<file path="src/hw/rtl/spqs_pkg.sv">
// ============================================================================
// spqs_pkg: strict priority queue scheduler package
// Sizes, request codes and the request record passed from the front end to
// the queue engine.
// ============================================================================
package spqs_pkg;

    localparam int N_QUEUES    = 8;
    localparam int QUEUE_DEPTH = 16;
    localparam int ELEM_WIDTH  = 32;

    localparam int QUEUE_W = $clog2(N_QUEUES);
    localparam int POS_W   = $clog2(QUEUE_DEPTH);
    localparam int FILL_W  = $clog2(QUEUE_DEPTH + 1);
    localparam int ADDR_W  = $clog2(N_QUEUES * QUEUE_DEPTH);
    localparam int CFG_W   = 4;

    // stream packing
    localparam int S_DATA_W = 8 * ((QUEUE_W + ELEM_WIDTH + 7) / 8);
    localparam int M_DATA_W = 8 * ((ELEM_WIDTH + QUEUE_W + 7) / 8);

    // command queue between front end and engine
    localparam int CMDQ_DEPTH = 2;
    localparam int CMDQ_PTR_W = $clog2(CMDQ_DEPTH);
    localparam int CMDQ_CNT_W = $clog2(CMDQ_DEPTH + 1);

    // request kinds
    localparam logic OP_ENQ = 1'b0;
    localparam logic OP_DEQ = 1'b1;

    typedef struct packed {
        logic                  op;
        logic [QUEUE_W-1:0]    queue;
        logic [ELEM_WIDTH-1:0] element;
    } t_req;

endpackage

</file>
<file path="src/hw/rtl/spqs_front.sv">
// ============================================================================
// spqs_front: request front end
// Takes request beats, sorts them into enqueue / dequeue records and holds
// them in a short command queue for the engine.
// ============================================================================
module spqs_front
    import spqs_pkg::*;
(
    input  logic                i_clk,
    input  logic                i_rst_n,
    input  logic                i_beat_valid,
    output logic                o_beat_ready,
    input  logic                i_beat_kind,
    input  logic [S_DATA_W-1:0] i_beat_data,
    output logic                o_cmd_valid,
    output t_req                o_cmd,
    input  logic                i_cmd_pop
);

    t_req                  r_slot [CMDQ_DEPTH];
    logic [CMDQ_PTR_W-1:0] r_wr_ptr;
    logic [CMDQ_PTR_W-1:0] r_rd_ptr;
    logic [CMDQ_CNT_W-1:0] r_count;

    t_req                  n_req;
    logic                  push;
    logic                  pop;

    always_comb begin
        n_req.op      = (i_beat_kind == OP_DEQ) ? OP_DEQ : OP_ENQ;
        n_req.queue   = i_beat_data[QUEUE_W-1:0];
        n_req.element = i_beat_data[QUEUE_W +: ELEM_WIDTH];
    end

    assign o_beat_ready = (r_count != CMDQ_CNT_W'(CMDQ_DEPTH));
    assign push         = i_beat_valid && o_beat_ready;
    assign o_cmd_valid  = (r_count != '0);
    assign pop          = i_cmd_pop && o_cmd_valid;
    assign o_cmd        = r_slot[r_rd_ptr];

    always_ff @(posedge i_clk) begin
        if (push) begin
            r_slot[r_wr_ptr] <= n_req;
        end
    end

    always_ff @(posedge i_clk) begin
        if (!i_rst_n) begin
            r_wr_ptr <= '0;
            r_rd_ptr <= '0;
            r_count  <= '0;
        end else begin
            if (push) begin
                r_wr_ptr <= (r_wr_ptr == CMDQ_PTR_W'(CMDQ_DEPTH - 1)) ? '0 : r_wr_ptr + 1'b1;
            end
            if (pop) begin
                r_rd_ptr <= (r_rd_ptr == CMDQ_PTR_W'(CMDQ_DEPTH - 1)) ? '0 : r_rd_ptr + 1'b1;
            end
            if (push && !pop) begin
                r_count <= r_count + 1'b1;
            end else if (pop && !push) begin
                r_count <= r_count - 1'b1;
            end
        end
    end

endmodule

</file>
<file path="config.mk">
export PLATFORM = sky130hd
export DESIGN_NAME = spqs_front
export DESIGN_NICKNAME = d
export VERILOG_FILES = /design/src/hw/rtl/spqs_pkg.sv /design/src/hw/rtl/spqs_front.sv
export SDC_FILE = /design/constraint.sdc
export NUM_CORES = 1
export LEC_CHECK = 0
export BUFFER_PORTS_ARGS = -buffer_cell sky130_fd_sc_hd__clkbuf_2
export CAP_MARGIN = 20
export CORE_MARGIN = 10
export CORE_UTILIZATION = 51
export CTS_CLUSTER_SIZE = 40
export DETAILED_ROUTE_END_ITERATION = 6
export PLACE_DENSITY = 0.77
export SETUP_SLACK_MARGIN = 0.2
export SLEW_MARGIN = 15
export SYNTH_ARGS = -nofsm -noshare
export SYNTH_HDL_FRONTEND = slang
export SYNTH_SLANG_ARGS = --single-unit
</file>
<file path="constraint.sdc">
create_clock -name i_clk -period 2.9 [get_ports i_clk]
set_clock_uncertainty 0.2 [all_clocks]
set_input_delay 0.29 -clock i_clk [delete_from_list [all_inputs] [get_ports i_clk]]
set_output_delay 0.29 -clock i_clk [all_outputs]
set_load 0.02 [all_outputs]
</file>
Word level (Yosys, flattened, before mapping)
Memory sizes are Yosys's and may differ from the RTL's. A register that Yosys moved wholly into a read port is not among the register bits.
Index checks and enable logic that the tools add are counted.
{"block": "totals", "regBits": 4, "ramBits": 72, "output_inout_bits": 38, "elab_cells": 26, "memories": 1}
{"block": "op_classes", "n_addsub": 4, "eq_ne": 1, "muxes": 9, "n_reduce_logical": 8}
{"memory": "r_slot", "depth": 2, "width": 36, "rd": 1, "rd_ports_with_merged_regs": 1, "write_ports": 1, "line": "spqs_front.sv:20", "source": "t_req r_slot [CMDQ_DEPTH];"}
{"operator": "2-to-1 mux 1 bit", "n": 7}
{"operator": "logical AND 1 bit", "n": 4}
{"operator": "2-to-1 mux 2 bit", "n": 2}
{"operator": "nonzero test 2 bit", "n": 2}
{"operator": "adder 1 bit (second input constant)", "n": 2}
{"operator": "adder 2 x 1 -> 2 bit (second input constant)", "n": 1}
{"operator": "zero test 1 bit", "n": 2}
{"operator": "!= test 2 bit (second input constant)", "n": 1}
{"operator": "subtractor 2 x 1 -> 2 bit (second input constant)", "n": 1}

Logic depth before layout (Yosys ltp)
{"block": "logic_depth", "word_depth": 6, "mapped_depth": 6, "mapped_depth_nobuf": 6}

Worst setup path after synthesis
OpenSTA, ideal clock, no wires.
{"block": "synth_path", "path_kind": "flip-flop to flip-flop", "from": "register r_count[0]", "to": "memory r_slot[1][0] (netlist bit) (enable)", "setup_time_ps": 397, "t_arrival_ps": 1526, "t_required_ps": 2303, "slack_ps": 777, "path_stages_with_launch": 3, "path_buffers": 0, "synth_period_minus_slack_ps": 2123, "cell_sequence": "dfxtp_1 -> nand2b_4 -> and3_1"}
{"block": "synth_via", "elab_chain_cells": 4}
{"item": "from (decl)", "line": "spqs_front.sv:23", "source": "logic [CMDQ_CNT_W-1:0] r_count;"}
{"item": "from (signal assigned)", "line": "spqs_front.sv:60", "source": "r_count <= r_count + 1'b1;"}
{"item": "from (signal assigned)", "line": "spqs_front.sv:62", "source": "r_count <= r_count - 1'b1;"}
{"item": "!= test 2 bit", "line": "spqs_front.sv:35", "source": "assign o_beat_ready = (r_count != CMDQ_CNT_W'(CMDQ_DEPTH));"}
{"item": "named net o_beat_ready", "line": "spqs_front.sv:12", "source": "output logic o_beat_ready,"}
{"item": "logical AND 1 bit", "line": "spqs_front.sv:36", "source": "assign push = i_beat_valid && o_beat_ready;"}
{"item": "2-to-1 mux 1 bit", "line": "spqs_front.sv:42", "source": "if (push) begin"}
{"item": "2-to-1 mux 1 bit (implied by the code)", "line": "spqs_front.sv:43", "source": "r_slot[r_wr_ptr] <= n_req;"}
{"item": "to (decl)", "line": "spqs_front.sv:20"}
The timed path passes the listed nets, and every way through them passes these cells.

==> flow_metrics.py <==
metrics = {
    "die": {
        "boundaryPins": 83,
        "fp-row-count": 27,
        "fp.dieArea_mm2": 0.00893,
        "fp.coreArea_mm2": 0.00544,
        "die_y_um": 94.5,
        "die_w_um": 94.5,
        "start_util_pct": 52.1,
    },
    "power_and_ir_drop": {
        "finalPower_mw": 3.03,
        "sw_frac_of_total_pct": 30.7,
        "p_switching_mw": 0.930,
        "max-vdd-ir-drop_v": 0.000618,
        "internal_power_mw": 2.10,
        "p_per_area_mw_per_mm2": 787,
        "combPwrFrac_pct": 30.7,
        "p_leak_nw": 1.48,
        "p_seq_share_pct": 48.6,
        "clkPwrFrac_pct": 20.7,
    },
    "sta": {
        "max_freq_mhz": 455,
        "setup_tns_ps": 0,
        "period_needed_ps": 2200,
        "fin_crit_sh_pct": 75.8,
        "worst_pin_slew_ps": 459,
        "hold_viol": 0,
        "rsz0062_at_grt": "no",
        "slew_headroom_pct": 69.4,
        "final_max_slew_viol_count": 0,
        "setup_viol": 0,
    },
    "drt": {
        "drtIter0Drc": 50,
        "drc_errors": 0,
        "viasPerCell": 4.81,
        "drt-total-wl_um": 5570,
        "dr.pass1.iters": 4,
        "vias": 1612,
        "wl_per_cell_um": 16.6,
        "ant_nets": 0,
    },
    "clocking": {
        "cts.path.max_buffers": 2,
        "cts_tree": "done",
        "clk_latency_ps": 330,
        "h-tree-depth": 3,
        "cts-root-buf": "clkbuf_8",
        "clk_pin_slew_ps": 70,
        "cts_buffers": 9,
        "clock_sinks": 77,
    },
    "layout": {
        "final_cell_mix": "clkbuf_2, edfxtp_1, mux2_2, dlygate4sd3_1, clkbuf_8",
        "final_common_cell": "clkbuf_2",
        "n_antenna_cell": 0,
        "synthToLayoutAreaGrowth_pct": 35.8,
        "post-route-cell-area_mm2": 0.00385,
        "drive_gt1_share_pct": 50.2,
        "final_cells": 335,
        "nets": 306,
        "finish.utilization_pct": 70.7,
    },
    "global_route": {
        "gr-total-overflow": 0,
        "grt_start_max_net_pins": 22,
        "antenna_found_initial": 0,
        "grt_usage_pct": 13.2,
        "grt_pass1_wl_um": 8910,
        "grt_pass1_vias": 1824,
    },
    "outcome": {
        "status": "finished, final reports clean",
    },
    "critical_path": {
        "cp_top_family": "flip-flops",
        "critPathMaxFanout": 19,
        "critPathSlowestCell": "dfxtp_2",
        "critPathMaxStageDelay_ps": 620,
        "crit_buf_inv": 2,
        "crit_path_start_kind": "register",
        "r2r_end": "r_slot[1][2]",
        "rr_worst_depth": 3,
        "arrival_ps": 1710,
        "worstPathRequired_ps": 2410,
        "path_class": "register to output port",
        "crit-reg2reg-launch": "r_count[0]",
        "ff2ff_setup_slack_ps": 1060,
        "end_kind": "output port",
        "crit_chain": "buf_12, mux2_2, clkbuf_2",
    },
    "synth": {
        "syn_area_per_cell_um2": 20.8,
        "yosysSeqAreaShare_pct": 79.9,
        "synth_cells": 136,
        "yosys_warnings": 0,
        "netlist_area_mm2": 0.00283,
        "synth-seq-cells": 77,
        "yosys.cell_types.count": 20,
        "syn-num-nets": 182,
    },
    "place": {
        "gp_congestion": 0.703,
        "dp.cells": 285,
        "dp_hpwl_um": 3660,
        "place_area_mm2": 0.00334,
        "io_buffer_count": 77,
    },
    "worst_hold_path": {
        "min_path_cells": 2,
        "min_path_type": "input pin to register",
        "min_from": "i_rst_n",
    },
    "run": {
        "cap_violations": 0,
    },
}
[area by class of cell]
type,count,area (um^2)
clock inverter,5,20.0
inverter,1,3.75
timing repair buffer,117,801
fill,367,1590
sequential,77,2260
clock buffer,9,124
tap,72,90.1
multi-input combinational,54,546
[cell usage after synthesis, drive strengths merged]
master	n	share of area (%)
o21ai	2	0.35
dfxtp	5	3.5
and3	1	0.22
xnor2	2	0.62
a21bo	1	0.35
edfxtp	72	76
mux2	36	14
or3	1	0.22
buf	4	0.79
xor2	1	0.31
a21boi	2	0.53
inv	1	0.13
ha	1	0.44
or2	1	0.22
and2	4	0.88
nand2b	1	0.49
nand3b	1	0.27
[power by group through the flow]
stage	logic [mW]	registers (mW)	clock network [mW]
after floorplan	0.640	1.45	0
after global placement	0.898	1.49	0
after detailed placement	0.906	1.50	0
after CTS	0.948	1.48	0.640
after global routing	1.00	1.49	0.692
final	0.929	1.47	0.627
[metrics by stage]
step	hold WS (ps)	setup WS [ps]
floorplan	189	777
global placement	279	1020
global route	43.8	616
finish	21.1	701
CTS	5.63	658
detailed placement	283	1040
[logic make-up (layout without fill, tap and decap cells)]
kind of cell    Yosys count  in the layout  synth area share, %
flops                    77             77                 79.9
mux                      36             36                 14.3
compound gates            5              5                 1.24
xor+xnor                  3              3                0.928
buf+inv                   5            132                0.927
fa+ha+maj                 1              1                0.442
simple gates              9              9                 2.30
[flip-flops by register name, summed over array words and instances (netlist names), named ones only]
register and cells:
r_rd_ptr 1, r_wr_ptr 1, r_slot 72, r_count 2
[how the worst max path moves through the flow]
stage                          start             to  slack [ps]  cells past startpoint
final                       register      o_cmd[22]         700                      3
after CTS                   register      o_cmd[20]         660                      3
after global placement      register      o_cmd[20]        1020                      3
after detailed placement  r_count[0]  r_slot[1][16]        1040                      3
after floorplan           r_count[0]   r_slot[1][0]         780                      2
after global routing        register      o_cmd[33]         620                      3
[metal layers]
layer,global-route usage (%),share of wire [%],vias up
li1,-,-,778
met1,14.4,40,780
met2,22.4,53,43
met3,4.28,5.7,11
met4,7.11,2.0,0
met5,0,0,-
[timing repair]
action,4_1_cts,5_1_grt
buffers inserted,0,0
hold endpoints to repair,72,0
resized for setup,0,0
hold buffers,36,0
Note: power is estimated with default switching activity, not from simulation.
